$ cat src/hw/rtl/btr_pkg.sv
// Shared types, constants and the 5x7 font ROM of the text run rasterizer.
package btr_pkg;

	localparam int FONT_COLS = 5;
	localparam int FONT_ROWS = 7;
	localparam int COORD_W   = 12;
	localparam int ROW_W     = $clog2(FONT_ROWS);
	localparam int COL_W     = $clog2(FONT_COLS + 1);
	localparam int MUL_W     = 3;
	localparam int SCALE_W   = 4;

	localparam logic [MUL_W-1:0]   CELL_MULT = MUL_W'(FONT_COLS + 1);
	localparam logic [MUL_W-1:0]   ROW_MULT  = MUL_W'(1);
	localparam logic [COORD_W-1:0] SCREEN_WIDTH_RESET = COORD_W'(320);

	typedef logic [FONT_ROWS-1:0][FONT_COLS-1:0] glyph_t;

	typedef struct packed {
		logic               rect_valid;
		logic [COORD_W-1:0] rect_left;
		logic [COORD_W-1:0] rect_top;
		logic [COORD_W-1:0] rect_right;
		logic [COORD_W-1:0] rect_bottom;
		logic [7:0]         rect_color;
		logic               last_of_char;
	} rect_t;

	typedef enum logic [2:0] {
		ST_IDLE,
		ST_CHECK,
		ST_ROW,
		ST_SCAN,
		ST_LEFT,
		ST_RIGHT,
		ST_EMPTY
	} seq_state_t;

	function automatic glyph_t pk(input logic [4:0] r0, input logic [4:0] r1,
			input logic [4:0] r2, input logic [4:0] r3, input logic [4:0] r4,
			input logic [4:0] r5, input logic [4:0] r6);
		glyph_t g;
		g[0] = r0; g[1] = r1; g[2] = r2; g[3] = r3;
		g[4] = r4; g[5] = r5; g[6] = r6;
		return g;
	endfunction

	// Fold lower case, fall back to the question mark for codes without a glyph.
	function automatic glyph_t glyph_lookup(input logic [7:0] code_in);
		logic [7:0] code;
		glyph_t     g;
		code = code_in;
		if (code >= "a" && code <= "z") begin
			code = code - 8'd32;
		end
		unique case (code)
			" ":  g = pk(5'h00,5'h00,5'h00,5'h00,5'h00,5'h00,5'h00);
			"0":  g = pk(5'h0E,5'h13,5'h15,5'h15,5'h15,5'h19,5'h0E);
			"1":  g = pk(5'h04,5'h0C,5'h04,5'h04,5'h04,5'h04,5'h0E);
			"2":  g = pk(5'h0E,5'h11,5'h01,5'h02,5'h04,5'h08,5'h1F);
			"3":  g = pk(5'h0E,5'h11,5'h01,5'h06,5'h01,5'h11,5'h0E);
			"4":  g = pk(5'h02,5'h06,5'h0A,5'h12,5'h1F,5'h02,5'h02);
			"5":  g = pk(5'h1F,5'h10,5'h1E,5'h01,5'h01,5'h11,5'h0E);
			"6":  g = pk(5'h06,5'h08,5'h10,5'h1E,5'h11,5'h11,5'h0E);
			"7":  g = pk(5'h1F,5'h01,5'h02,5'h04,5'h08,5'h08,5'h08);
			"8":  g = pk(5'h0E,5'h11,5'h11,5'h0E,5'h11,5'h11,5'h0E);
			"9":  g = pk(5'h0E,5'h11,5'h11,5'h0F,5'h01,5'h02,5'h0C);
			"A":  g = pk(5'h04,5'h0A,5'h11,5'h11,5'h1F,5'h11,5'h11);
			"B":  g = pk(5'h1E,5'h11,5'h11,5'h1E,5'h11,5'h11,5'h1E);
			"C":  g = pk(5'h0F,5'h10,5'h10,5'h10,5'h10,5'h10,5'h0F);
			"D":  g = pk(5'h1E,5'h11,5'h11,5'h11,5'h11,5'h11,5'h1E);
			"E":  g = pk(5'h1F,5'h10,5'h10,5'h1E,5'h10,5'h10,5'h1F);
			"F":  g = pk(5'h1F,5'h10,5'h10,5'h1E,5'h10,5'h10,5'h10);
			"G":  g = pk(5'h0F,5'h10,5'h10,5'h13,5'h11,5'h11,5'h0F);
			"H":  g = pk(5'h11,5'h11,5'h11,5'h1F,5'h11,5'h11,5'h11);
			"I":  g = pk(5'h0E,5'h04,5'h04,5'h04,5'h04,5'h04,5'h0E);
			"J":  g = pk(5'h07,5'h02,5'h02,5'h02,5'h02,5'h12,5'h0C);
			"K":  g = pk(5'h11,5'h12,5'h14,5'h18,5'h14,5'h12,5'h11);
			"L":  g = pk(5'h10,5'h10,5'h10,5'h10,5'h10,5'h10,5'h1F);
			"M":  g = pk(5'h11,5'h1B,5'h15,5'h11,5'h11,5'h11,5'h11);
			"N":  g = pk(5'h11,5'h19,5'h15,5'h13,5'h11,5'h11,5'h11);
			"O":  g = pk(5'h0E,5'h11,5'h11,5'h11,5'h11,5'h11,5'h0E);
			"P":  g = pk(5'h1E,5'h11,5'h11,5'h1E,5'h10,5'h10,5'h10);
			"Q":  g = pk(5'h0E,5'h11,5'h11,5'h11,5'h15,5'h12,5'h0D);
			"R":  g = pk(5'h1E,5'h11,5'h11,5'h1E,5'h14,5'h12,5'h11);
			"S":  g = pk(5'h0F,5'h10,5'h10,5'h0E,5'h01,5'h01,5'h1E);
			"T":  g = pk(5'h1F,5'h04,5'h04,5'h04,5'h04,5'h04,5'h04);
			"U":  g = pk(5'h11,5'h11,5'h11,5'h11,5'h11,5'h11,5'h0E);
			"V":  g = pk(5'h11,5'h11,5'h11,5'h11,5'h11,5'h0A,5'h04);
			"W":  g = pk(5'h11,5'h11,5'h11,5'h11,5'h15,5'h1B,5'h11);
			"X":  g = pk(5'h11,5'h11,5'h0A,5'h04,5'h0A,5'h11,5'h11);
			"Y":  g = pk(5'h11,5'h11,5'h0A,5'h04,5'h04,5'h04,5'h04);
			"Z":  g = pk(5'h1F,5'h01,5'h02,5'h04,5'h08,5'h10,5'h1F);
			".":  g = pk(5'h00,5'h00,5'h00,5'h00,5'h00,5'h0C,5'h0C);
			",":  g = pk(5'h00,5'h00,5'h00,5'h00,5'h00,5'h0C,5'h08);
			"!":  g = pk(5'h04,5'h04,5'h04,5'h04,5'h04,5'h00,5'h04);
			":":  g = pk(5'h00,5'h0C,5'h0C,5'h00,5'h0C,5'h0C,5'h00);
			";":  g = pk(5'h00,5'h0C,5'h0C,5'h00,5'h0C,5'h0C,5'h08);
			"-":  g = pk(5'h00,5'h00,5'h00,5'h0E,5'h00,5'h00,5'h00);
			"_":  g = pk(5'h00,5'h00,5'h00,5'h00,5'h00,5'h00,5'h1F);
			"'":  g = pk(5'h04,5'h04,5'h04,5'h00,5'h00,5'h00,5'h00);
			"\"": g = pk(5'h0A,5'h0A,5'h0A,5'h00,5'h00,5'h00,5'h00);
			"/":  g = pk(5'h01,5'h01,5'h02,5'h04,5'h08,5'h10,5'h10);
			"(":  g = pk(5'h06,5'h08,5'h08,5'h08,5'h08,5'h08,5'h06);
			")":  g = pk(5'h0C,5'h02,5'h02,5'h02,5'h02,5'h02,5'h0C);
			"[":  g = pk(5'h0E,5'h08,5'h08,5'h08,5'h08,5'h08,5'h0E);
			"]":  g = pk(5'h0E,5'h02,5'h02,5'h02,5'h02,5'h02,5'h0E);
			"=":  g = pk(5'h00,5'h00,5'h1F,5'h00,5'h1F,5'h00,5'h00);
			"+":  g = pk(5'h00,5'h04,5'h04,5'h1F,5'h04,5'h04,5'h00);
			">":  g = pk(5'h10,5'h08,5'h04,5'h02,5'h04,5'h08,5'h10);
			"<":  g = pk(5'h01,5'h02,5'h04,5'h08,5'h04,5'h02,5'h01);
			"*":  g = pk(5'h00,5'h11,5'h0E,5'h1F,5'h0E,5'h11,5'h00);
			default: g = pk(5'h0E,5'h11,5'h01,5'h02,5'h04,5'h00,5'h04);
		endcase
		return g;
	endfunction

endpackage

$ cat src/hw/rtl/btr_madd.sv
// Shared multiply-add unit: y = a + m * k over small factors.
module btr_madd (
	input  logic [btr_pkg::COORD_W-1:0]               a,
	input  logic [btr_pkg::MUL_W-1:0]                 m,
	input  logic [btr_pkg::SCALE_W-1:0]               k,
	output logic [btr_pkg::COORD_W:0]                 y
);

	localparam int PROD_W = btr_pkg::MUL_W + btr_pkg::SCALE_W;

	logic [PROD_W-1:0] prod;

	assign prod = PROD_W'(m) * PROD_W'(k);
	assign y    = {1'b0, a} + (btr_pkg::COORD_W + 1)'(prod);

endmodule

$ cat src/hw/rtl/btr_seq.sv
// Sequencer: clip test, row and run scan, and rectangle corners on the shared unit.
module btr_seq (
	input  logic                            clk,
	input  logic                            arst_n,
	input  logic                            in_valid,
	output logic                            in_ready,
	input  logic [7:0]                      char_code,
	input  logic                            first_of_string,
	input  logic [10:0]                     origin_x,
	input  logic [10:0]                     origin_y,
	input  logic [7:0]                      color_index,
	input  logic [btr_pkg::SCALE_W-1:0]     scale_factor,
	input  logic [btr_pkg::COORD_W-1:0]     clip_limit_q,
	input  logic                            out_free,
	output logic                            push,
	output btr_pkg::rect_t                  rect
);

	localparam int CW = btr_pkg::COORD_W;

	btr_pkg::seq_state_t state_q, state_d;

	logic [CW-1:0]                    pen_q, base_q, top_q, bot_q, left_q;
	logic                             clipped_q;
	btr_pkg::glyph_t                  glyph_q;
	logic [10:0]                      oy_q;
	logic [7:0]                       color_q;
	logic [btr_pkg::SCALE_W-1:0]      scale_q;
	logic [btr_pkg::ROW_W-1:0]        row_q, last_row;
	logic [btr_pkg::COL_W-1:0]        col_q, start_q, len_q;
	logic                             last_q;

	logic [CW-1:0]                    madd_a;
	logic [btr_pkg::MUL_W-1:0]        madd_m;
	logic [CW:0]                      madd_y;

	logic                             accept, glyph_lit, clip_hit;
	logic [btr_pkg::FONT_COLS-1:0]    dots;
	logic                             run_found, more_after;
	logic [btr_pkg::COL_W-1:0]        span_lo, run_end;

	btr_madd u_madd (
		.a (madd_a),
		.m (madd_m),
		.k (scale_q),
		.y (madd_y)
	);

	assign accept    = in_valid && in_ready;
	assign glyph_lit = |glyph_q;
	assign clip_hit  = madd_y > {1'b0, clip_limit_q};

	always_comb begin
		last_row = '0;
		for (int r = 0; r < btr_pkg::FONT_ROWS; r++) begin
			if (glyph_q[r] != '0) begin
				last_row = btr_pkg::ROW_W'(r);
			end
		end
	end

	// Find the next run of lit dots at or right of col_q; column 0 is the MSB.
	always_comb begin
		logic done;
		done       = 1'b0;
		run_found  = 1'b0;
		span_lo    = '0;
		run_end    = btr_pkg::COL_W'(btr_pkg::FONT_COLS);
		more_after = 1'b0;
		for (int c = 0; c < btr_pkg::FONT_COLS; c++) begin
			dots[c] = glyph_q[row_q][btr_pkg::FONT_COLS-1-c];
		end
		for (int c = 0; c < btr_pkg::FONT_COLS; c++) begin
			if (!run_found && c >= int'(col_q) && dots[c]) begin
				run_found = 1'b1;
				span_lo   = btr_pkg::COL_W'(c);
			end
		end
		for (int c = 0; c < btr_pkg::FONT_COLS; c++) begin
			if (run_found && !done && c > int'(span_lo) && !dots[c]) begin
				run_end = btr_pkg::COL_W'(c);
				done    = 1'b1;
			end
		end
		for (int c = 0; c < btr_pkg::FONT_COLS; c++) begin
			if (c > int'(run_end) && dots[c]) begin
				more_after = 1'b1;
			end
		end
	end

	always_comb begin
		state_d = state_q;
		unique case (state_q)
			btr_pkg::ST_IDLE: begin
				if (accept) state_d = btr_pkg::ST_CHECK;
			end
			btr_pkg::ST_CHECK: begin
				if (scale_q == '0 || clipped_q || clip_hit || !glyph_lit) begin
					state_d = btr_pkg::ST_EMPTY;
				end else begin
					state_d = btr_pkg::ST_ROW;
				end
			end
			btr_pkg::ST_ROW: state_d = btr_pkg::ST_SCAN;
			btr_pkg::ST_SCAN: begin
				priority if (run_found) begin
					state_d = btr_pkg::ST_LEFT;
				end else if (row_q == btr_pkg::ROW_W'(btr_pkg::FONT_ROWS - 1)) begin
					state_d = btr_pkg::ST_IDLE;
				end else begin
					state_d = btr_pkg::ST_ROW;
				end
			end
			btr_pkg::ST_LEFT: state_d = btr_pkg::ST_RIGHT;
			btr_pkg::ST_RIGHT: begin
				if (out_free) state_d = last_q ? btr_pkg::ST_IDLE : btr_pkg::ST_SCAN;
			end
			btr_pkg::ST_EMPTY: begin
				if (out_free) state_d = btr_pkg::ST_IDLE;
			end
			default: state_d = btr_pkg::ST_IDLE;
		endcase
	end

	always_comb begin
		in_ready = 1'b0;
		push     = 1'b0;
		madd_a   = pen_q;
		madd_m   = btr_pkg::CELL_MULT;
		rect     = '0;
		rect.last_of_char = 1'b1;
		unique case (state_q)
			btr_pkg::ST_IDLE:  in_ready = 1'b1;
			btr_pkg::ST_CHECK: begin
				madd_a = pen_q;
				madd_m = btr_pkg::CELL_MULT;
			end
			btr_pkg::ST_ROW: begin
				madd_a = top_q;
				madd_m = btr_pkg::ROW_MULT;
			end
			btr_pkg::ST_SCAN: begin
			end
			btr_pkg::ST_LEFT: begin
				madd_a = base_q;
				madd_m = start_q;
			end
			btr_pkg::ST_RIGHT: begin
				madd_a            = left_q;
				madd_m            = len_q;
				push              = out_free;
				rect.rect_valid   = 1'b1;
				rect.rect_left    = left_q;
				rect.rect_top     = top_q;
				rect.rect_right   = madd_y[CW-1:0];
				rect.rect_bottom  = bot_q;
				rect.rect_color   = color_q;
				rect.last_of_char = last_q;
			end
			btr_pkg::ST_EMPTY: push = out_free;
			default: begin
			end
		endcase
	end

	always_ff @(posedge clk or negedge arst_n) begin
		if (!arst_n) begin
			state_q   <= btr_pkg::ST_IDLE;
			pen_q     <= '0;
			clipped_q <= 1'b0;
		end else begin
			state_q <= state_d;
			if (accept && first_of_string) begin
				pen_q     <= CW'(origin_x);
				clipped_q <= 1'b0;
			end
			if (state_q == btr_pkg::ST_CHECK && scale_q != '0 && !clipped_q) begin
				// Drop the cell and the rest of the string, or advance the pen.
				if (clip_hit) clipped_q <= 1'b1;
				else pen_q <= madd_y[CW-1:0];
			end
		end
	end

	always_ff @(posedge clk) begin
		if (accept) begin
			glyph_q <= btr_pkg::glyph_lookup(char_code);
			oy_q    <= origin_y;
			color_q <= color_index;
			scale_q <= scale_factor;
		end
		unique case (state_q)
			btr_pkg::ST_CHECK: begin
				base_q <= pen_q;
				top_q  <= CW'(oy_q);
				row_q  <= '0;
			end
			btr_pkg::ST_ROW: begin
				bot_q <= madd_y[CW-1:0];
				col_q <= '0;
			end
			btr_pkg::ST_SCAN: begin
				if (run_found) begin
					start_q <= span_lo;
					len_q   <= run_end - span_lo;
					last_q  <= (row_q == last_row) && !more_after;
				end else begin
					top_q <= bot_q;
					row_q <= row_q + 1'b1;
				end
			end
			btr_pkg::ST_LEFT: left_q <= madd_y[CW-1:0];
			btr_pkg::ST_RIGHT: begin
				if (out_free) col_q <= start_q + len_q;
			end
			default: begin
			end
		endcase
	end

endmodule

$ cat src/hw/rtl/bitmap_text_run_rasterizer.sv
// Top level of the 5x7 text run rasterizer: config register, sequencer, output register.
// Flow: clip check, then a scan row by row; each run of lit dots gets its left corner,
// then its right corner and the output word, at most one multiply-add per cycle on the
// shared unit; a full output register stalls the sequencer. A blank, clipped or zero-scale
// character gives one empty word. A new character is taken only once its last word is pushed.
// Reset: pen at 0, clip flag clear, screen width 320, output register empty.
module bitmap_text_run_rasterizer (
	input  logic        clk,
	input  logic        arst_n,
	input  logic        cfg_valid,
	output logic        cfg_ready,
	input  logic [11:0] clip_limit,
	input  logic        in_valid,
	output logic        in_ready,
	input  logic [7:0]  char_code,
	input  logic        first_of_string,
	input  logic [10:0] origin_x,
	input  logic [10:0] origin_y,
	input  logic [7:0]  color_index,
	input  logic [3:0]  scale_factor,
	output logic        out_valid,
	input  logic        out_ready,
	output logic        rect_valid,
	output logic [11:0] rect_left,
	output logic [11:0] rect_top,
	output logic [11:0] rect_right,
	output logic [11:0] rect_bottom,
	output logic [7:0]  rect_color,
	output logic        last_of_char
);

	logic [11:0]    clip_limit_q;
	logic           out_valid_q, out_free, push;
	btr_pkg::rect_t rect, rect_q;

	assign cfg_ready = 1'b1;
	assign out_free  = !out_valid_q || out_ready;

	btr_seq u_seq (
		.clk             (clk),
		.arst_n          (arst_n),
		.in_valid        (in_valid),
		.in_ready        (in_ready),
		.char_code       (char_code),
		.first_of_string (first_of_string),
		.origin_x        (origin_x),
		.origin_y        (origin_y),
		.color_index     (color_index),
		.scale_factor    (scale_factor),
		.clip_limit_q    (clip_limit_q),
		.out_free        (out_free),
		.push            (push),
		.rect            (rect)
	);

	always_ff @(posedge clk or negedge arst_n) begin
		if (!arst_n) begin
			clip_limit_q <= btr_pkg::SCREEN_WIDTH_RESET;
			out_valid_q  <= 1'b0;
		end else begin
			if (cfg_valid) clip_limit_q <= clip_limit;
			if (push) out_valid_q <= 1'b1;
			else if (out_ready) out_valid_q <= 1'b0;
		end
	end

	always_ff @(posedge clk) begin
		if (push) rect_q <= rect;
	end

	assign out_valid    = out_valid_q;
	assign rect_valid   = rect_q.rect_valid;
	assign rect_left    = rect_q.rect_left;
	assign rect_top     = rect_q.rect_top;
	assign rect_right   = rect_q.rect_right;
	assign rect_bottom  = rect_q.rect_bottom;
	assign rect_color   = rect_q.rect_color;
	assign last_of_char = rect_q.last_of_char;

endmodule

$ cat config.mk
export PLATFORM = sky130hd
export DESIGN_NAME = bitmap_text_run_rasterizer
export DESIGN_NICKNAME = d
export VERILOG_FILES = /design/src/hw/rtl/btr_pkg.sv /design/src/hw/rtl/btr_madd.sv /design/src/hw/rtl/btr_seq.sv /design/src/hw/rtl/bitmap_text_run_rasterizer.sv
export SDC_FILE = /design/constraint.sdc
export NUM_CORES = 1
export LEC_CHECK = 0
export BUFFER_PORTS_ARGS = -buffer_cell sky130_fd_sc_hd__buf_2
export CAP_MARGIN = 20
export CORE_MARGIN = 4
export CORE_UTILIZATION = 65
export DETAILED_ROUTE_END_ITERATION = 10
export GPL_TIMING_DRIVEN = 0
export PLACE_DENSITY = 0.95
export SLEW_MARGIN = 20
export SYNTH_ARGS = -nofsm -noshare
export SYNTH_HDL_FRONTEND = slang
export SYNTH_MEMORY_MAX_BITS = 65536
export SYNTH_SLANG_ARGS = --single-unit
$ cat constraint.sdc
create_clock -name clk -period 11.62 [get_ports clk]
set_input_delay 1.162 -clock clk [delete_from_list [all_inputs] [get_ports clk]]
set_output_delay 1.162 -clock clk [all_outputs]
set_load 0.02 [all_outputs]
[After elaboration in Yosys (flattened, before gate mapping)]
Memory sizes are Yosys's and may differ from the RTL's. A register that Yosys moved wholly into a read port is not among the register bits.
Index checks and enable logic that the tools add are counted.
Cells by class
  equal/unequal tests: 12
  $lt $le $gt $ge: 17
  $mul: 1
  reductions and logical operators: 67
  add/sub/neg operators: 5
  mux-type cells: 57
Operators with widths (count)
  58-bit two-way mux: 1
  3-bit two-way mux: 17
  12-bit two-way mux: 4
  12-bit case mux with 3 select lines: 1
  35-bit OR reduction: 1
  1-bit logical AND: 30
  5-bit nonzero test: 6
  12-bit case mux with 2 select lines: 1
  1-bit two-way mux: 21
  3-bit case mux with 7 select lines: 1
  8-bit two-way mux: 2
  5-bit binary-select mux with 3-bit select: 1
  1-bit logical NOT: 15
  12-bit by 7-bit adder with 13-bit output: 1
  13-bit by 12-bit greater-than comparator with 1-bit output: 1
  3-bit == test, second input constant: 4
  2-bit by 3-bit greater-than comparator with 1-bit output, first input constant: 4
  3-bit case mux with 2 select lines: 2
  3-bit case mux with 3 select lines: 1
  8-bit by 7-bit greater-or-equal comparator with 1-bit output, second input constant: 1
  8-bit by 7-bit <= comparator with 1-bit output, second input constant: 1
  2-bit two-way mux: 4
  8-bit by 6-bit subtractor with 8-bit output, second input constant: 1
  3-bit by 4-bit multiplier with 7-bit output: 1
  23 further kinds: 37
Storage, ports and cells
  memories: 1
  register bits: 171
  word-level logic and storage cells: 184
  output and inout bits: 61
  memory bits (read-only): 4480
Memories
  (name not given): words 128, width 35, rd ports 1, clocked after memory_dff 1, wr ports 0, RTL line btr_pkg.sv:55  | unique case (code)

[Logic depth before layout (Yosys ltp)]
Gate-level depths: netlist (run 1).
  word-level depth: 47
  depth in mapped cells: 25
  mapped depth without buffers: 22

[Modules after synthesis]
Synthesis (run 1) repeated with hierarchy kept, for this count alone.
Second synthesis, totals
  cells, all modules: 1124
  area, all modules: 12002.8 um^2
By module, submodules not included
  btr_seq: cells an instance 937, area each 8977.4 um^2, instances 1
  bitmap_text_run_rasterizer: cells an instance 88, area each 2277.2 um^2, instances 1
  btr_madd: cells an instance 99, area each 748.2 um^2, instances 1

[Worst setup path after synthesis (run 1)]
Ideal clock, no wire load.
  path kind: register to register
  from: reg u_seq.state_q[0]
  to: reg u_seq.pen_q[1]
  required time: 11495 ps
  data arrival time: 5254 ps
  setup slack: 6241 ps
  buffers on the path: 1
  library setup time: 125 ps
  stages on the path, launching flop included: 22
  path through: dfrtp_1 or3b_1 buf_6 inv_1 a21oi_1 nand2_1 fa_1 fa_1 fa_1 nor2b_1 o31a_1 o22ai_1 nor4b_2 xor2_1 inv_1 ha_1 nand4_1 or3_1 o21ai_0 a31oi_1 nor3_4 mux2_2
On the way
  word-level cells in the longest chain between the ends: 7
RTL lines
  start: declaration: RTL line btr_seq.sv:21  | btr_pkg::seq_state_t state_q, state_d;
  start signal: assignment: RTL line btr_seq.sv:169  | state_q <= btr_pkg::ST_IDLE;
  start signal: assignment: RTL line btr_seq.sv:173  | state_q <= state_d;
  3-bit == test or 3-bit by 2-bit == test with 1-bit output (tied branches): RTL line btr_seq.sv:133  | unique case (state_q)
  3-bit case mux with 3 select lines: RTL line btr_seq.sv:133
  3-bit by 4-bit multiplier with 7-bit output: RTL line btr_madd.sv:13  | assign prod = PROD_W'(m) * PROD_W'(k);
  12-bit by 7-bit adder with 13-bit output (*): RTL line btr_madd.sv:14  | assign y = {1'b0, a} + (btr_pkg::COORD_W + 1)'(prod);
  net u_seq.madd_y[11]: RTL line btr_seq.sv:35  | logic [CW:0] madd_y;
  13-bit by 12-bit greater-than comparator with 1-bit output (*): RTL line btr_seq.sv:51  | assign clip_hit = madd_y > {1'b0, clip_limit_q};
  12-bit two-way mux (*): RTL line btr_seq.sv:180  | if (clip_hit) clipped_q <= 1'b1;
  12-bit two-way mux (*): RTL line btr_seq.sv:178  | if (state_q == btr_pkg::ST_CHECK && scale_q != '0 && !clipped_q) begin
  end signal: assignment: RTL line btr_seq.sv:175  | pen_q <= CW'(origin_x);
  end signal: assignment: RTL line btr_seq.sv:181  | else pen_q <= madd_y[CW-1:0];
  end: declaration: RTL line btr_seq.sv:23  | logic [CW-1:0] pen_q, base_q, top_q, bot_q, left_q;
Mark *: on every way through the listed nets, which the timed path passes. The rest lies on a longest branch.
A chain may end at the register's enable or synchronous reset.

[Worst setup path after layout (run 1)]
  from: reg u_seq.state_q[1]
  to: reg u_seq.pen_q[7]
The elaborated chain is that of the path after synthesis.

==> results.md, run 1 <==
- The die span in y is 144 um.
- The starting utilization of the core area is 0.666.
- Static timing analysis puts the maximum clock frequency at 140 MHz.
- Across every metal layer, demand over resource in global routing totals 0.417.
- The most used standard cell by instance count after synthesis is sky130_fd_sc_hd__edfxtp_1.
- Each instance of the synthesized netlist takes up on average 10.4 sq um.
- The global route total overflow is 0.
- Counting cells, the worst reg-to-reg path comes to 23.
- STA puts the critical path data required time at 12.02 ns.
- Clock-pin slew was measured on the worst setup and hold paths at 0.07 ns.
- In the synthesized netlist, the number of instances is 1160.
- CTS built an H-tree with a depth of 1.
- The number of instances in the placed design is 1511.
- The worst pin sits at a relative slew slack of 0.228.
- In this run the static leakage power is 5.52 nW.
- The source of the worst hold timing path is u_seq.pen_q[1].
- The fraction of layout instances using a drive strength above 1 is 0.164.
- The number of standard-cell rows in the floorplan is 49.
- The die covers 20800 sq um.
- The via density per instance is 7.27.
- Ranked by instance count, the synthesized netlist is headed by sky130_fd_sc_hd__edfxtp_1 (177), sky130_fd_sc_hd__nor2_1 (107), sky130_fd_sc_hd__o21ai_0 (98).
- The clock period could shrink to 7.15 ns.
- The number of buffers created by CTS is 21.
- The clock tree buffer depth is 3.
- Setup total negative slack on the finished layout was measured at 0 ns.
- The net count after synthesis is 1276.
- Entering global routing, the biggest net connects 60 pins.
- The fraction of the yosys area taken by sequential cells is 0.500.
- The count of nets left with antenna violations once routing finished came out at 0.
- The pre-antenna-repair detailed-routing pass consisted of 8 iterations.
- Across the run, the number of max-cap violations was 0.
- In this run the horizontal extent of the chip is 144 um.
- STA classifies the critical path endpoint as a flop.
- The largest voltage drop on the vdd net is 0.255 mV.
- The share of synthesized area in the top cell type comes to 0.440.
- The critical path contains buffers and inverters numbering 5 combined.
- The total power density per cell area is 329 nW/um^2.
- The most used flip-flop cell after synthesis is sky130_fd_sc_hd__edfxtp_1.
- The number of synthesized flops with an enable pin is 177.
- The kind of cell adding the most delay to the critical path is adder cells.
- The Yosys step of the flow raised 0 warnings.
- The final worst-path cycle share is 0.616.
- The critical path goes through buf_4 > or3b_1 > buf_6 > inv_1 > a21oi_1 > nand2_1 > fa_1 > fa_1 > inv_1 > ha_1 > a211oi_1 > o21ai_0 > o211ai_1 > nor2_1 > xnor2_1 > ha_1 > nand4_1 > or3_1 > o21ai_0 > a31oi_1 > nor3_4 > buf_6 > mux2i_1.
- For this run, design rule violations remaining after detail routing come to 0.
- The final-stage net count is 1421.
- At the worst endpoint, the arrival time is 7.56 ns.
- The maximum cell stage delay along the critical path is 0.83 ns.
- The first global-routing pass estimated 65300 um of wire.
- The hold path depth is 0.
- The worst hold path belongs to the class flop to flop.
- In the synthesized netlist the async set-or-reset flop fraction comes to 0.141.
- The core region area is 18100 sq um.
- The number of antenna violations at the first check in global routing is 1.
- The tree is rooted in a sky130_fd_sc_hd__clkbuf_16.
- The post-cts gate resize count is 0.
- Across all layers, the routed design uses 11300 vias.
- 121 I/O pins were placed.
- The routed wire length is 43900 um.
- The critical path start-end classification is flop to flop.
- The tree built by TritonCTS fans out to 206 sinks.
- The weighted congestion at the end of routability-driven global placement is 1.10.
- Compared with the post-synthesis result, the final layout area differs by 13.4%.
- The clock insertion delay at the later pin of the skew report is 0.51 ns.
- The number of global-route vias before repair is 10800.
- Summed over all nets, the half-perimeter wirelength after detailed placement is 30900 um.
- After synthesis, the cell types taking the most area are sky130_fd_sc_hd__edfxtp_1 (44%), sky130_fd_sc_hd__dfrtp_1 (5.6%), sky130_fd_sc_hd__ha_1 (4.9%).
- The maximum fanout along the worst path is 14.
- In this run the tool buffered the top-level ports with 119 buffer cells.
- The number of DRC violations after detailed-routing iteration 0 is 1826.
- After detailed routing, the average wire length per cell comes to 28.3 um.
- The worst register-to-register path has a setup slack of 4.47 ns.
- The design draws 4.51 mW.
- Setup repair after global routing left no endpoint under its margin.
- The final standard cell count with taps included and fillers excluded is 1550.
- The cts-stage hold buffer count is 0.
- sky130_fd_sc_hd__edfxtp_1 takes more of the synthesized area than any other cell.
- The startpoint identified for the worst register-to-register timing path is u_seq.state_q[1].
- The synthesized netlist contains 88 unique library cells.
- The count of final max-slew check failures came to 0.
- The synthesized area is 12100 sq um.
- Counting flops and latches in the post-synthesis netlist gives 206.
- Buffers added to address setup during post-CTS repair amount to 0.
- The final hold violation count is 0.
- The capture point of the worst reg-to-reg path is u_seq.pen_q[7].
- TritonCTS built the clock tree.
- The sort of element at the start of the critical path is a flop.
- Setup violations remaining at the end of the flow were counted as 0.
- The destination of the worst hold path is u_seq.base_q[1].
- Between clock sinks in the finished design, the worst skew comes to 0.0321 ns.
- The slowest cell on the critical path is sky130_fd_sc_hd__xnor2_1.
- The run finished with clean final reports.
- For the pin with the worst max-slew slack, the measured transition is 1.15 ns.
registers in the layout, summed over array words and instances, names as in the netlist, 3 cells and up:
| name | cells |
|---|---|
| u_seq.col_q | 3 |
| clip_limit_q | 12 |
| u_seq.base_q | 12 |
| u_seq.scale_q | 4 |
| rect_left | 12 |
| u_seq.state_q | 3 |
| u_seq.color_q | 8 |
| u_seq.bot_q | 12 |
| u_seq.row_q | 3 |
| rect_color | 8 |
| u_seq.oy_q | 11 |
| rect_bottom | 12 |
| u_seq.start_q | 3 |
| u_seq.glyph_q | 35 |
| u_seq.top_q | 12 |
| rect_right | 12 |
| u_seq.len_q | 3 |
| rect_top | 12 |
| u_seq.pen_q | 12 |
| u_seq.left_q | 12 |
worst register-to-register path: stages, from the launching register on:
cell                       delay (ns)
sky130_fd_sc_hd__dfrtp_1         0.36
sky130_fd_sc_hd__buf_4           0.16
sky130_fd_sc_hd__or3b_1          0.36
sky130_fd_sc_hd__buf_6           0.16
sky130_fd_sc_hd__inv_1           0.53
sky130_fd_sc_hd__a21oi_1         0.23
sky130_fd_sc_hd__nand2_1         0.18
sky130_fd_sc_hd__fa_1            0.47
sky130_fd_sc_hd__fa_1            0.63
sky130_fd_sc_hd__inv_1           0.06
sky130_fd_sc_hd__ha_1            0.33
sky130_fd_sc_hd__a211oi_1        0.40
sky130_fd_sc_hd__o21ai_0         0.18
sky130_fd_sc_hd__o211ai_1        0.29
sky130_fd_sc_hd__nor2_1          0.11
sky130_fd_sc_hd__xnor2_1         0.83
sky130_fd_sc_hd__ha_1            0.26
sky130_fd_sc_hd__nand4_1         0.13
sky130_fd_sc_hd__or3_1           0.37
sky130_fd_sc_hd__o21ai_0         0.08
sky130_fd_sc_hd__a31oi_1         0.15
sky130_fd_sc_hd__nor3_4          0.29
sky130_fd_sc_hd__buf_6           0.24
sky130_fd_sc_hd__mux2i_1         0.24
cell families after synthesis:
logic type | Yosys count | share of synthesized area
DFF | 206 | 0.500
and+or+nand+nor | 365 | 0.150
AOI/OAI and AO/OA | 305 | 0.161
xor gates and xnor gates | 16 | 0.0116
buffers and inverters | 139 | 0.0477
other | 1 | 0.000310
muxes | 72 | 0.0660
adders and majority gates | 56 | 0.0635
through the flow:
stage | instance area [sq um] | setup WS [ns] | utilization | hold WS [ns]
floorplan | 12100 | 6.24 | - | 0.451
global placement | 13000 | 5.17 | 0.715 | 0.467
detailed placement | 13000 | 4.97 | 0.719 | 0.499
CTS | 13700 | 4.70 | 0.755 | 0.512
global route | 13700 | 4.24 | 0.755 | 0.541
finish | 13700 | 4.47 | 0.755 | 0.519
worst max path at each step:
stage,from,endpoint,slack [ns],cells after the start
detailed placement,u_seq.state_q[0],u_seq.pen_q[9],4.97,22
floorplan,u_seq.state_q[0],u_seq.pen_q[1],6.24,21
global placement,u_seq.state_q[0],u_seq.pen_q[11],5.17,22
finish,u_seq.state_q[1],u_seq.pen_q[7],4.47,23
CTS,u_seq.state_q[1],u_seq.pen_q[9],4.70,22
global route,u_seq.state_q[1],u_seq.pen_q[4],4.24,22
routing by layer:
| layer | vias up | global-route usage | wire length, um |
|---|---|---|---|
| met4 | 2 | 0.185 | 2850 |
| met5 | - | 0 | 43 |
| met3 | 285 | 0.0976 | 6030 |
| met2 | 1092 | 0.655 | 19400 |
| li1 | 4550 | - | - |
| met1 | 5335 | 0.559 | 15600 |
report_power, final:
| group | leakage (nW) | switching (mW) | internal [mW] |
|---|---|---|---|
| clock network | 0.322 | 0.280 | 0.378 |
| logic | 3.21 | 1.72 | 0.784 |
| registers | 1.99 | 0.155 | 1.19 |
| total | 5.52 | 2.16 | 2.36 |
layout make-up:
type,instances,area [sq um]
Antenna cell,1,2.50
Buffer,78,348
Clock buffer,26,544
Clock inverter,12,113
Fill cell,1125,4440
Inverter,61,229
Multi-Input combinational cell,815,5490
Sequential cell,206,6040
Tap cell,229,287
Timing Repair Buffer,122,654
cells in the final DEF (no fill, tap or decap), types with 6 or more instances in the layout:
cell and n:
sky130_fd_sc_hd__edfxtp_1 177, sky130_fd_sc_hd__buf_2 127, sky130_fd_sc_hd__nor2_1 105, sky130_fd_sc_hd__o21ai_0 98
sky130_fd_sc_hd__nand2_1 91, sky130_fd_sc_hd__a21oi_1 79, sky130_fd_sc_hd__inv_1 59, sky130_fd_sc_hd__clkbuf_1 55
sky130_fd_sc_hd__mux2i_1 49, sky130_fd_sc_hd__and3_1 48, sky130_fd_sc_hd__ha_1 47, sky130_fd_sc_hd__dfrtp_1 27
sky130_fd_sc_hd__nor2b_1 23, sky130_fd_sc_hd__clkbuf_16 21, sky130_fd_sc_hd__nor3_1 19, sky130_fd_sc_hd__mux2_2 19
sky130_fd_sc_hd__o211ai_1 15, sky130_fd_sc_hd__buf_1 13, sky130_fd_sc_hd__nand2b_1 13, sky130_fd_sc_hd__nand3_1 13
sky130_fd_sc_hd__a22oi_1 12, sky130_fd_sc_hd__and2_1 10, sky130_fd_sc_hd__o21a_1 9, sky130_fd_sc_hd__o22ai_1 9
sky130_fd_sc_hd__fa_1 9, sky130_fd_sc_hd__xor2_1 8, sky130_fd_sc_hd__xnor2_1 8, sky130_fd_sc_hd__nor4_1 8
sky130_fd_sc_hd__o311ai_0 8, sky130_fd_sc_hd__a211oi_1 7, sky130_fd_sc_hd__a31oi_1 7, sky130_fd_sc_hd__or2_2 6
sky130_fd_sc_hd__o31ai_1 6
Note: power is estimated with default switching activity, not from simulation.
==> run 2, diff against run 1 <==
--- a/config.mk
+++ b/config.mk
@@ -8,10 +8,10 @@
 export BUFFER_PORTS_ARGS = -buffer_cell sky130_fd_sc_hd__buf_2
 export CAP_MARGIN = 20
 export CORE_MARGIN = 4
-export CORE_UTILIZATION = 65
+export CORE_UTILIZATION = 60
 export DETAILED_ROUTE_END_ITERATION = 10
 export GPL_TIMING_DRIVEN = 0
-export PLACE_DENSITY = 0.95
+export PLACE_DENSITY = 0.92
 export SLEW_MARGIN = 20
 export SYNTH_ARGS = -nofsm -noshare
 export SYNTH_HDL_FRONTEND = slang
==> constraint.sdc (replaced) <==
create_clock -name clk -period 6.62 [get_ports clk]
set_input_delay 0.662 -clock clk [delete_from_list [all_inputs] [get_ports clk]]
set_output_delay 0.662 -clock clk [all_outputs]
set_load 0.02 [all_outputs]
==> results.md, run 2 (synthesis results as in run 1) <==
- The number of setup violations in the final report is 0.
- For the pin with the worst max-slew slack, the measured transition is 1.07 ns.
- The most frequent standard cell in the layout excluding fill and tap cells is sky130_fd_sc_hd__edfxtp_1.
- The classification of the worst-slack hold path is input pin to async pin.
- At the worst endpoint, the required time is 7.03 ns.
- Summed over all layers, the global routing overflow is 0.
- Walking the worst path, the cells encountered are buf_4 > or3b_1 > buf_6 > clkinvlp_4 > a21oi_2 > nand2_1 > fa_1 > fa_1 > inv_1 > ha_1 > a211oi_2 > o21ai_0 > o211ai_1 > nor3_1 > xnor2_1 > inv_1 > ha_1 > nand4_1 > or3_1 > o21ai_0 > a31oi_2 > nor3_4 > buf_6 > mux2i_1.
- Compared with the post-synthesis result, the final layout area differs by 15.0%.
- In this run, the number of DRC markers left after iteration 0 of detailed routing was 1365.
- The count of nets left with antenna violations once routing finished came out at 0.
- Detailed placement ended at an HPWL of 30200 um.
- The count of final max-slew check failures was 0.
- The first-pass GRT wire length is 63000 um.
- The leakage dissipation is 5.57 nW.
- The run finished with clean final reports.
- Summing over every cut layer, the via total after detailed routing is 10900.
- The die span in y is 150 um.
- The critical path ends at u_seq.pen_q[5].
- The congestion estimate from routability-driven global placement came to 1.06.
- Of the available clock period, the critical path in the final layout requires 0.948.
- The worst setup slack before clock tree synthesis is -0.0959 ns.
- The core region area is 19700 sq um.
- The critical path starts at u_seq.state_q[1].
- The post-detailed-route wirelength per cell is 26.3 um.
- Clock-pin slew was measured on the worst setup and hold paths at 0.06 ns.
- The register with the most flip-flops in the final layout is u_seq.glyph_q.
- The kind of cell adding the most delay to the critical path is adder cells.
- In this run the critical register-to-register path is launched from u_seq.state_q[1].
- The slowest cell on the critical path is sky130_fd_sc_hd__fa_1.
- Timing would allow up to 159 MHz.
- The clock tree root driver cell is sky130_fd_sc_hd__clkbuf_16.
- The setup TNS is 0 ns.
- Data on the critical path arrives at its endpoint at 6.68 ns.
- The critical path depth in cells is 24.
- TritonCTS built the clock tree.
- The number of standard-cell rows in the floorplan is 51.
- The maximum cell stage delay along the critical path is 0.61 ns.
- The number of max-cap violations is 0.
- The endpoint identified for the worst register-to-register timing path is u_seq.pen_q[5].
- Measured along the x axis, the die boundary spans 150 um.
- The final hold violation count is 0.
- The number of top-level design ports is 121.
- Between clock sinks in the finished design, the worst skew comes to 0.0452 ns.
- The total power density per cell area is 571 nW/um^2.
- During placement, the flow inserted port buffers numbering 119.
- The overall fraction of global-route tracks in use is 0.371.
- The sort of element at the start of the critical path is a flop.
- The register-to-register setup slack is 0.34 ns.
- The count of buffering cells on the critical path with inverters included is 6.
- CTS saw 206 sinks.
- The via density per instance is 6.86.
- The final routed DRC violation total is 0.
- The worst setup margin is 0.342 ns.
- Measured in cells, the most critical reg-to-reg path has a length of 24.
- The final period demand of the worst path is 6.28 ns.
- For this configuration, the core starts out at a cell density of 0.615.
- The number of global-route vias before repair is 10600.
- The fraction of layout instances using a drive strength above 1 is 0.175.
- The register with the most flip-flops in the layout has 35 of them.
- Entering global routing, the biggest net connects 40 pins.
- The final layout contains routed wiring with a total length of 41900 um.
- STA classifies the critical path endpoint as a flop.
- The number of iterations in the first detailed-routing pass is 7.
- The worst setup path is of the flop to flop kind.
- After clock tree synthesis, the flow added hold-fix buffers numbering 0.
- The final layout contains 1423 nets.
- The largest voltage drop on the vdd net is 0.413 mV.
- The clock tree buffer depth is 3.
- Setup repair after global routing left no endpoint under its margin.
- The floorplan step defined a die boundary enclosing 22500 sq um.
- In this run the worst path has a maximum fanout of 10.
- The number of antenna violations at the first check in global routing is 2.
- In the layout the commonest cells are sky130_fd_sc_hd__edfxtp_1 (177), sky130_fd_sc_hd__buf_2 (126), sky130_fd_sc_hd__nor2_1 (104), sky130_fd_sc_hd__o21ai_0 (97), sky130_fd_sc_hd__nand2_1 (91).
- The worst slew slack as a fraction of its limit is 0.280.
- The number of clock buffers added by TritonCTS is 22.
- The clock insertion delay at the later pin of the skew report is 0.53 ns.
- The H-tree depth is 1.
==> run 2: repair_timing <==
item	CTS	global route
setup endpoints to repair	12	14
resized for setup	4	8
cloned	0	0
setup buffers	0	2
==> run 2: how the worst min path moves through the flow <==
| stage | startpoint | end | slack, ns |
|---|---|---|---|
| final | arst_n | u_seq.pen_q[3] | 0.20 |
| after global routing | arst_n | u_seq.pen_q[2] | 0.24 |
| after CTS | arst_n | u_seq.pen_q[6] | 0.20 |
| after detailed placement | u_seq.pen_q[10] | u_seq.base_q[10] | 0.48 |
| after global placement | u_seq.clipped_q | u_seq.clipped_q | 0.47 |
| after floorplan | arst_n | clip_limit_q[0] | 0.37 |
==> run 2: per-stage QoR <==
| stage | power (mW) | std cells | utilization | hold WS (ns) | cell area, sq um |
|---|---|---|---|---|---|
| CTS | 7.62 | 1588 | 0.705 | 0.200 | 13900 |
| global route | 8.26 | 1590 | 0.707 | 0.237 | 13900 |
| global placement | 6.06 | 1544 | 0.662 | 0.467 | 13000 |
| detailed placement | 6.30 | 1548 | 0.667 | 0.483 | 13100 |
| finish | 7.94 | 1590 | 0.707 | 0.202 | 13900 |
| floorplan | 4.87 | 1160 | - | 0.366 | 12100 |
==> run 2: report_power, final <==
part,internal [mW],switching [mW]
sequential,2.09,0.243
combinational,1.41,2.97
clock,0.715,0.513
total,4.21,3.73
==> run 2: routing by layer <==
metal | up-vias | track usage | routed length [um]
met2 | 1008 | 0.579 | 18600
met5 | - | 0 | 0
li1 | 4557 | - | -
met1 | 5112 | 0.489 | 15200
met4 | 0 | 0.193 | 2600
met3 | 225 | 0.0824 | 5480
==> run 2: cell type report <==
class                   instances  area, sq um
flip-flops and latches        206         6040
fillers                      1374         5750
multi-input cells             815         5530
repair buffers                125          689
clock buffers                  30          591
plain buffers                  76          340
well taps                     265          332
inverters                      61          233
clock inverters                10          138
diodes                          2         5.00
